### src/rtl/opdt_ram.sv
// ----------------------------------------------------------------------------
// opdt_ram
// Generic single-write, single-read RAM with registered read data.
// ----------------------------------------------------------------------------
module opdt_ram #(
  parameter int WIDTH = 8,
  parameter int DEPTH = 64
) (
  input  logic                     clk,
  input  logic                     we,
  input  logic [$clog2(DEPTH)-1:0] waddr,
  input  logic [WIDTH-1:0]         wdata,
  input  logic [$clog2(DEPTH)-1:0] raddr,
  output logic [WIDTH-1:0]         rdata
);

  logic [WIDTH-1:0] mem [DEPTH];

  always_ff @(posedge clk) begin
    if (we) begin
      mem[waddr] <= wdata;
    end
    rdata <= mem[raddr];
  end

endmodule

### config.mk
export PLATFORM = sky130hd
export DESIGN_NAME = opdt_ram
export DESIGN_NICKNAME = d
export VERILOG_FILES = /design/src/rtl/opdt_ram.sv
export SDC_FILE = /design/constraint.sdc
export NUM_CORES = 1
export LEC_CHECK = 0
export BUFFER_PORTS_ARGS = -buffer_cell sky130_fd_sc_hd__clkbuf_2
export CAP_MARGIN = 15
export CORE_AREA = 2 2 182 184
export CTS_CLUSTER_DIAMETER = 80
export DETAILED_ROUTE_END_ITERATION = 6
export DIE_AREA = 0 0 184 186
export GPL_ROUTABILITY_DRIVEN = 0
export PLACE_DENSITY_LB_ADDON = 0.08
export SLEW_MARGIN = 20
export SYNTH_ARGS = -nofsm -noshare
export SYNTH_HDL_FRONTEND = slang
export SYNTH_SLANG_ARGS = --single-unit
### constraint.sdc
create_clock -name clk -period 3 [get_ports clk]
set_input_delay 0.3 -clock clk [delete_from_list [all_inputs] [get_ports clk]]
set_output_delay 0.3 -clock clk [all_outputs]
set_load 0.005 [all_outputs]
After elaboration in Yosys (flattened, before gate mapping). Memories as Yosys holds them, arrays and structs flattened. A register that Yosys moved wholly into a read port is not among the register bits. Index checks and enable logic that the tools add are counted.

Register bits after elaboration: 0. Bits in writable memories: 512. Bits of input ports: 22. Output and inout bits: 8. Memories kept: 1.

Memory list: mem (words 64, width 8, read ports 1, clocked after Yosys merged registers in 1, wr ports 1, RTL line 17) `logic [WIDTH-1:0] mem [DEPTH];`.

Mux-type cells: 2.

Operators by type and width (count): 1-bit two-way mux (2).

Depth between registers and ports, before layout. Gate-level depths: netlist of the first run.

Depth after elaboration: 2. Mapped depth: 9. Gate-level depth less buffers: 5.

Least setup slack after synthesis of the first run. No wires, ideal clock.

Path type: input to register. Start: in raddr[1]. End: reg rdata[3], read port of mem. Library setup time: 0.128 ns. Arrival time: 1.840 ns. Data required time: 2.872 ns. Slack: 1.032 ns. Stages on the path: 7. Path buffers: 3. Path through: buf_4 buf_2 buf_2 mux4_2 mux4_2 o21ai_1 o41ai_1.

RTL lines: from (decl) (RTL line 13) `input logic [$clog2(DEPTH)-1:0] raddr,`; to (decl) (RTL line 14) `output logic [WIDTH-1:0] rdata`.

==> impl_metrics.env, run 1 <==
export IMPL_rr_startpoint="mem[21][6]$_DFFE_PP_"
export IMPL_p_sw_uw=2980
export IMPL_numCtsBuffers=50
export IMPL_swShare_pct=20.3
export IMPL_p_seq_share_pct=55.1
export IMPL_yosys_register_bits=520
export IMPL_wl_per_cell_um=28.7
export IMPL_antenna_found_initial=1
export IMPL_num_rows=66
export IMPL_yosys_area_top_type="edfxtp_1"
export IMPL_cp_startpoint="raddr[0]"
export IMPL_startpoint_type="input pin"
export IMPL_rrSetupSlack_ns=0.93
export IMPL_ys_top_cells_by_area="edfxtp_1, mux4_2, nor2_1, mux2i_1, dfxtp_1"
export IMPL_powerDensity_nw_per_um2=645
export IMPL_ys_warnings_count=0
export IMPL_cts_tree="yes"
export IMPL_synth_seq_area_share_pct=77.0
export IMPL_synth_distinct_cells=40
export IMPL_critPathKind="in2reg"
export IMPL_highest_layer="met4"
export IMPL_clk_latency_ns=0.56
export IMPL_syn_inst=940
export IMPL_tightest_slew_ns=0.948
export IMPL_worst_path_max_fanout=40
export IMPL_synth_edf_count=512
export IMPL_setup_viol=0
export IMPL_hpwl_um=26900
export IMPL_drive_gt1_share_pct=28.6
export IMPL_intPower_uw=11700
export IMPL_fmax_ghz=0.445
export IMPL_max_vdd_ir_drop_mv=0.557
export IMPL_worst_r2r_endpoint="rdata[6]$_DFF_P_"
export IMPL_met2_wirelength_um=21600
export IMPL_overflow=0
export IMPL_yosysTopAreaCellShare_pct=76.2
export IMPL_period_share_pct=74.9
export IMPL_min_delay_start="raddr[5]"
export IMPL_p_leak_uw=0.00726
export IMPL_critPathRequiredTime_ns=3.41
export IMPL_firstDrtPassIters=5
export IMPL_drtAntennaViolNets=0
export IMPL_yosysMostFrequentCell="edfxtp_1"
export IMPL_cts_max_path_buffers=3
export IMPL_final_min_clock_period_ns=2.25
export IMPL_clkSlewWorstSetupHoldPaths_ns=0.06
export IMPL_grt_pass1_wl_um=64000
export IMPL_syn_area_per_cell_um2=21.5
export IMPL_dp_cells=1407
export IMPL_hold_class="in2reg"
export IMPL_wl_um=42900
export IMPL_synthTopCellsByCount="edfxtp_1, mux4_2, nor2_1"
export IMPL_rsz0062_at_grt="no"
export IMPL_io_pins=30
export IMPL_die_area_um2=34200
export IMPL_die_height_um=186
export IMPL_clockRootBuffer="clkbuf_16"
export IMPL_final_cells=1498
export IMPL_synth_area_um2=20200
export IMPL_drt_initial_drc_count=1087
export IMPL_start_util_pct=62.6
export IMPL_hold_end="rdata[1]$_DFF_P_"
export IMPL_met1Wirelength_um=17000
export IMPL_grt_pass1_vias=10131
export IMPL_cts_hold_buf=0
export IMPL_setup_tns_ns=0
export IMPL_final_hold_violation_count=0
export IMPL_synth_fp_nets=962
export IMPL_grtUsageTotal_pct=26.1
export IMPL_finClkSkew_ns=0.0191
export IMPL_vias=9805
export IMPL_r2r_cells=5
export IMPL_die_w_um=184
export IMPL_grt_max_degree=65
export IMPL_port_buffers=29
export IMPL_vias_per_cell=6.55
export IMPL_wl_met3_um=3170
export IMPL_timing_hold_ws_ns=0.185
export IMPL_postCtsResizedCells=0
export IMPL_power_frac_comb_pct=5.0
export IMPL_dominantRegCellSynth="edfxtp_1"
export IMPL_finalMaxSlewViolations=0
export IMPL_cap_viol_max_count=0
export IMPL_relSlewSlack_pct=36.8
export IMPL_syn_to_final_growth_pct=12.6
export IMPL_power_share_clock_pct=39.9
export IMPL_clock_sinks=520
export IMPL_drc=0
export IMPL_core_area_um2=32200
export IMPL_arrival_ns=2.66
export IMPL_min_path_cells=3
export IMPL_final_nets=1073
export IMPL_status="complete, no violations"
export IMPL_h_tree_depth=2
export IMPL_critPathCaptureType="flop"
export IMPL_post_cts_buffers=0
export IMPL_async_flop_share_pct=0
-- metal layers --
metal	vias up	track usage, %
li1	4150	-
met3	90	4.97
met1	5140	35.5
met2	425	43.9
met4	0	7.81
met5	-	0
-- area by class of cell --
class | count | area, µm²
fill | 1933 | 9500
timing repair buffer | 110 | 835
clock inverter | 29 | 199
antenna | 2 | 5.00
multi-input combinational | 369 | 4320
sequential | 520 | 15500
tap | 408 | 510
clock buffer | 60 | 1310
-- state kept, by name (all words and copies together), names as in the netlist --
signal and flops:
mem 512, rdata 8
-- worst max-delay path, stage by stage --
cell,delay [ns]
clkbuf_8,0.41
buf_12,0.25
buf_12,0.25
mux4_2,0.52
mux2_2,0.27
o311ai_1,0.48
nand2_1,0.14
-- worst max path at each step --
stage | to | slack [ns] | cells after the start
detailed placement | rdata[7]$_DFF_P_ | 0.17 | 7
floorplan | rdata[3]$_DFF_P_ | 1.03 | 7
CTS | rdata[7]$_DFF_P_ | 0.75 | 7
global placement | rdata[7]$_DFF_P_ | 0.14 | 7
finish | rdata[7]$_DFF_P_ | 0.75 | 7
global route | rdata[7]$_DFF_P_ | 0.58 | 7
-- cell usage in the layout (no fill, tap or decap), types with 4 or more instances in the layout --
master,count
buf_12,5
clkinv_1,20
mux4_2,126
nor2_1,83
o22ai_1,8
dfxtp_1,8
nor2b_1,14
clkbuf_2,24
nand2b_1,7
clkinv_2,5
a221oi_1,6
mux2i_1,23
mux2_2,13
edfxtp_1,512
nand2_1,19
o221ai_1,8
nor3_1,7
nand3_1,13
clkbuf_16,51
a211oi_1,4
buf_4,80
clkbuf_1,9
-- power by group through the flow --
stage	Sequential (µW)	Combinational (µW)	Clock (µW)
after global routing	8070	785	6190
final	8070	735	5850
after CTS	8070	741	5910
after global placement	8220	717	0
after detailed placement	8220	739	0
after floorplan	8210	429	0
-- kinds of logic (layout without fill, tap and decap cells) --
| group | after synthesis | count (layout) | synth area share [%] |
|---|---|---|---|
| AOI/OAI and AO/OA | 54 | 54 | 2.07 |
| buffers and inverters | 51 | 199 | 1.57 |
| muxes | 162 | 162 | 15.9 |
| and+or+nand+nor | 153 | 153 | 3.39 |
| other | 0 | 2 | 0 |
| DFF | 520 | 520 | 77.0 |
-- per-stage QoR --
stage	utilization, %	setup slack (ns)	total power [µW]	cell area [µm²]
floorplan	-	1.03	8640	20200
global placement	65.8	0.143	8930	21200
detailed placement	65.8	0.171	8960	21200
global route	70.5	0.575	15000	22700
CTS	70.5	0.755	14700	22700
finish	70.5	0.754	14700	22700
No activity file was read; power rests on OpenSTA's default activity.
==> run 2, diff against run 1 <==
--- a/config.mk
+++ b/config.mk
@@ -7,10 +7,10 @@
 export LEC_CHECK = 0
 export BUFFER_PORTS_ARGS = -buffer_cell sky130_fd_sc_hd__clkbuf_2
 export CAP_MARGIN = 15
-export CORE_AREA = 2 2 182 184
+export CORE_AREA = 2 2 184 186
 export CTS_CLUSTER_DIAMETER = 80
 export DETAILED_ROUTE_END_ITERATION = 6
-export DIE_AREA = 0 0 184 186
+export DIE_AREA = 0 0 186 188
 export GPL_ROUTABILITY_DRIVEN = 0
 export PLACE_DENSITY_LB_ADDON = 0.08
 export SLEW_MARGIN = 20
==> constraint.sdc (replaced) <==
create_clock -name clk -period 2.3 [get_ports clk]
set_input_delay 0.23 -clock clk [delete_from_list [all_inputs] [get_ports clk]]
set_output_delay 0.23 -clock clk [all_outputs]
set_load 0.005 [all_outputs]
==> run 2 against run 1 <==
Effect of this change:
- core utilization is 0.19 points lower
- register-to-register slack worse by 0.75 ns
- cell count is 5.8% higher
==> impl_metrics.env, run 2 (same netlist as run 1, synthesis figures left out) <==
export IMPL_worst_r2r_endpoint="rdata[6]$_DFF_P_"
export IMPL_drive_gt1_share_pct=32.8
export IMPL_io_pins=30
export IMPL_powerDensity_nw_per_um2=841
export IMPL_fill_cells=1975
export IMPL_drc=0
export IMPL_final_nets=1120
export IMPL_status="complete, no violations"
export IMPL_rr_startpoint="mem[29][6]$_DFFE_PP_"
export IMPL_cts_tree="yes"
export IMPL_cap_viol_max_count=0
export IMPL_critPathCaptureType="flop"
export IMPL_firstDrtPassIters=6
export IMPL_final_hold_violation_count=0
export IMPL_clock_sinks=520
export IMPL_arrival_ns=2.54
export IMPL_layout_common_cells="edfxtp_1, mux4_2, buf_4"
export IMPL_r2r_cells=5
export IMPL_timing_hold_ws_ns=0.145
export IMPL_die_area_um2=35000
export IMPL_grtUsageTotal_pct=26.2
export IMPL_worst_path_max_fanout=1
export IMPL_cp_startpoint="mem[29][6]$_DFFE_PP_"
export IMPL_worst_setup_path_endpoint="rdata[6]$_DFF_P_"
export IMPL_fin_util_pct=70.3
export IMPL_min_path_cells=3
export IMPL_vias=10007
export IMPL_startpoint_type="flop"
export IMPL_clockRootBuffer="clkbuf_16"
export IMPL_p_leak_uw=0.00759
export IMPL_die_w_um=186
export IMPL_vias_per_cell=6.31
export IMPL_slowest_delay_ns=0.49
export IMPL_crit_cells=5
export IMPL_critPathBufInv=0
export IMPL_fmax_ghz=0.472
export IMPL_num_rows=67
export IMPL_critPathKind="reg2reg"
export IMPL_rrSetupSlack_ns=0.18
export IMPL_critPathRequiredTime_ns=2.72
export IMPL_relSlewSlack_pct=50.4
export IMPL_tightest_slew_ns=0.744
export IMPL_grt_pass1_wl_um=65700
export IMPL_core_area_um2=33100
export IMPL_final_min_clock_period_ns=2.12
export IMPL_die_height_um=188
export IMPL_clk_latency_ns=0.56
export IMPL_postPlaceCellArea_um2=21700
export IMPL_drtAntennaViolNets=0
export IMPL_numCtsBuffers=50
export IMPL_finClkSkew_ns=0.0209
export IMPL_max_vdd_ir_drop_mv=0.667
export IMPL_crit_chain="mux4_2, mux2_2, o221a_2, nor3_1, o32ai_1"
export IMPL_grt_pass1_vias=10092
export IMPL_overflow=0
export IMPL_drt_initial_drc_count=1281
export IMPL_final_area_um2=23300
export IMPL_wl_per_cell_um=27.8
export IMPL_wl_um=44100
export IMPL_h_tree_depth=2
export IMPL_cp_slowest_cell="mux4_2"
export IMPL_setup_viol=0
export IMPL_port_buffers=29
export IMPL_rsz0062_at_grt="no"
export IMPL_syn_to_final_growth_pct=15.5
export IMPL_period_share_pct=92.1
export IMPL_clkSlewWorstSetupHoldPaths_ns=0.06
export IMPL_reg_top3="mem (512), rdata (8)"
export IMPL_hold_class="in2reg"
export IMPL_num_antenna_cells=0
export IMPL_hpwl_um=28300
export IMPL_finalMaxSlewViolations=0
export IMPL_path_delay_family="multiplexers"
export IMPL_largest_register="mem"
export IMPL_final_common_cell="edfxtp_1"
export IMPL_start_util_pct=60.9
export IMPL_grt_max_degree=65
export IMPL_antenna_found_initial=0
export IMPL_cts_hold_buf=0
export IMPL_largest_register_ffs=512
export IMPL_min_delay_start="raddr[5]"
export IMPL_cts_max_path_buffers=3
export IMPL_postCtsResizedCells=0
export IMPL_post_cts_buffers=0
run 2: cell count changes in the layout (fill, tap and decap cells not counted):
cell / before / now
clkbuf_2: 24 / 26
clkbuf_8: 1 / 7
inv_6: 1 / 0
buf_4: 80 / 120
clkinvlp_4: 0 / 1
clkinv_2: 5 / 11
clkbuf_1: 9 / 10
clkbuf_16: 51 / 53
buf_12: 5 / 10
clkinv_1: 20 / 6
clkinv_4: 0 / 1
diode_2: 2 / 0
run 2: area by class of cell:
type | count | area [µm²] | area share [%]
clock inverter | 22 | 184 | 0.790
multi-input combinational | 369 | 4320 | 18.5
timing repair buffer | 157 | 1240 | 5.35
sequential | 520 | 15500 | 66.7
clock buffer | 69 | 1450 | 6.21
tap | 448 | 561 | 2.41
run 2: through the flow:
stage | power, µW | setup WS (ns) | std cells | TNS, ns
2_1_floorplan | 11300 | 0.402 | 940 | 0
4_1_cts | 19700 | 0.181 | 1585 | 0
6_report | 19600 | 0.181 | 1585 | 0
5_1_grt | 20100 | 0.190 | 1585 | 0
3_5_place_dp | 11800 | -0.0395 | 1494 | -0.0466
3_3_place_gp | 11700 | -0.0269 | 1494 | -0.0269
run 2: how the worst min path moves through the flow:
stage / endpoint
global route: rdata[1]$_DFF_P_
global placement: rdata[6]
detailed placement: rdata[6]
CTS: rdata[1]$_DFF_P_
floorplan: mem[0][0]$_DFFE_PP_
finish: rdata[1]$_DFF_P_
run 2: power by group:
| group | leakage (µW) | internal, µW | switching, µW | total [µW] |
|---|---|---|---|---|
| combinational | 0.00211 | 423 | 597 | 1020 |
| sequential | 0.00467 | 10500 | 40.9 | 10500 |
| clock | 0.000807 | 4710 | 3310 | 8030 |
| total | 0.00759 | 15600 | 3950 | 19600 |
run 2: layer usage:
metal,global-route usage (%),vias up,part of all wire (%)
met2,41.4,452,49
met1,40.1,5243,41
met3,3.11,77,8.4
li1,-,4235,-
met5,0,-,0
met4,6.21,0,2.1
run 2: worst min-delay path: stages:
cell,delay (ns)
clkbuf_2,0.24
nand2_1,0.12
o2bb2ai_1,0.06
==> run 3, diff against run 2 <==
--- a/config.mk
+++ b/config.mk
@@ -7,10 +7,11 @@
 export LEC_CHECK = 0
 export BUFFER_PORTS_ARGS = -buffer_cell sky130_fd_sc_hd__clkbuf_2
 export CAP_MARGIN = 15
-export CORE_AREA = 2 2 184 186
+export CORE_AREA = 2 2 182 184
+export CTS_BUF_LIST = sky130_fd_sc_hd__clkbuf_8
 export CTS_CLUSTER_DIAMETER = 80
 export DETAILED_ROUTE_END_ITERATION = 6
-export DIE_AREA = 0 0 186 188
+export DIE_AREA = 0 0 184 186
 export GPL_ROUTABILITY_DRIVEN = 0
 export PLACE_DENSITY_LB_ADDON = 0.08
 export SLEW_MARGIN = 20
==> run 3 against run 2 <==
Effect of this change:
- count of clock-buffer cells in the layout grew 14
- sequential share of layout area increased by 0.75 points
- wire length grew 1.2%
- cell area is 1.1% lower
- total power is 4.2% lower
- combinational power about the same
- worst hold slack improved by 0.025 ns
- sequential power hardly changed
- worst setup slack worse by 0.057 ns
- critical path type unchanged
==> impl_metrics.env, run 3 (same netlist as run 1, synthesis figures left out) <==
export IMPL_start_util_pct=62.6
export IMPL_num_rows=66
export IMPL_antenna_found_initial=0
export IMPL_largest_register_ffs=512
export IMPL_syn_to_final_growth_pct=14.2
export IMPL_power_total_uw=18700
export IMPL_drive_gt1_share_pct=33.6
export IMPL_core_area_um2=32200
export IMPL_die_area_um2=34200
export IMPL_grt_max_degree=65
export IMPL_grt_pass1_wl_um=66100
export IMPL_arrival_ns=2.67
export IMPL_grtUsageTotal_pct=27.4
export IMPL_clkSlewWorstSetupHoldPaths_ns=0.07
export IMPL_clock_sinks=520
export IMPL_port_buffers=29
export IMPL_die_w_um=184
export IMPL_cts_max_path_buffers=3
export IMPL_largest_register="mem"
export IMPL_fmax_ghz=0.460
export IMPL_numCtsBuffers=81
export IMPL_cts_tree="yes"
export IMPL_critPathRequiredTime_ns=2.79
export IMPL_wl_per_cell_um=28.0
export IMPL_setup_viol=0
export IMPL_wl_um=44700
export IMPL_final_common_cell="edfxtp_1"
export IMPL_tightest_slew_ns=0.914
export IMPL_final_hold_violation_count=0
export IMPL_status="complete, no violations"
export IMPL_drc=0
export IMPL_overflow=0
export IMPL_startpoint_type="flop"
export IMPL_vias_per_cell=6.36
export IMPL_hpwl_um=28700
export IMPL_cts_hold_buf=0
export IMPL_critPathKind="reg2reg"
export IMPL_vias=10130
export IMPL_dp_cells=1451
export IMPL_critPathCaptureType="flop"
export IMPL_p_leak_uw=0.00760
export IMPL_relSlewSlack_pct=39.1
export IMPL_period_share_pct=94.6
export IMPL_layout_common_cells="edfxtp_1, mux4_2, buf_4"
export IMPL_finClkSkew_ns=0.0254
export IMPL_drt_initial_drc_count=1208
export IMPL_clk_latency_ns=0.64
export IMPL_final_cells=1594
export IMPL_max_vdd_ir_drop_mv=0.839
export IMPL_h_tree_depth=3
export IMPL_powerDensity_nw_per_um2=814
export IMPL_firstDrtPassIters=5
export IMPL_num_antenna_cells=0
export IMPL_io_pins=30
export IMPL_die_height_um=186
export IMPL_rsz0062_at_grt="no"
export IMPL_worst_path_max_fanout=1
export IMPL_final_min_clock_period_ns=2.18
export IMPL_timing_hold_ws_ns=0.170
export IMPL_clockRootBuffer="clkbuf_8"
export IMPL_final_nets=1148
export IMPL_reg_top3="mem (512), rdata (8)"
export IMPL_drtAntennaViolNets=0
export IMPL_finalMaxSlewViolations=0
export IMPL_grt_pass1_vias=10632
export IMPL_cap_viol_max_count=0
export IMPL_hold_class="in2reg"
-- run 3: cell types whose count changed in the layout (fill, tap and decap cells not counted), sizes merged --
cell | before | now
clkbuf | 96 | 110
inv | 0 | 28
buf | 130 | 127
clkinv | 18 | 25
clkinvlp | 1 | 4
-- run 3: timing repair --
item	4_1_cts	5_1_grt
endpoints found under the setup margin	0	1
setup buffers	0	0
resized for setup	0	1
-- run 3: routing by layer --
layer	up-vias	GRT usage (%)	wire length [µm]
met5	-	0	0
met1	5273	36.9	17600
met2	471	45.4	22500
met3	75	5.13	3430
met4	0	10.4	1240
li1	4311	-	-
-- run 3: layout make-up --
class / count / area (µm²)
flip-flops and latches: 520 / 15500
fillers: 1936 / 9180
multi-input cells: 369 / 4320
repair buffers: 154 / 1170
clock buffers: 83 / 1140
well taps: 408 / 510
clock inverters: 60 / 347
-- run 3: critical path: stages (launching register included) --
cell      delay (ns)
edfxtp_1        0.36
mux4_2          0.48
mux2_2          0.28
o221a_2         0.27
nor3_1          0.49
o32ai_1         0.16
-- run 3: worst paths after layout --
kind | start | to | slack, ns | depth (start not counted)
hold / removal | raddr[5] | rdata[3]$_DFF_P_ | 0.17 | 2
setup / recovery | mem[29][4]$_DFFE_PP_ | rdata[4]$_DFF_P_ | 0.12 | 5
hold reg to reg | mem[30][4]$_DFFE_PP_ | rdata[4]$_DFF_P_ | 0.89 | 3
setup reg to reg | mem[29][4]$_DFFE_PP_ | rdata[4]$_DFF_P_ | 0.12 | 5
-- run 3: power by group --
| part | internal, µW | total, µW | switching (µW) | leakage (µW) |
|---|---|---|---|---|
| combinational | 416 | 1010 | 593 | 0.00208 |
| clock | 3710 | 7210 | 3500 | 0.000849 |
| sequential | 10500 | 10500 | 38.3 | 0.00467 |
-- run 3: through the flow --
stage               setup slack (ns)  instance area (µm²)  TNS, ns  utilization, %
floorplan                      0.402                20200        0               -
CTS                            0.154                23000        0            71.5
global placement              -0.216                21500   -0.625            66.9
finish                         0.124                23000        0            71.5
global route                  0.0443                23000        0            71.5
detailed placement            -0.294                21500   -0.725            66.9
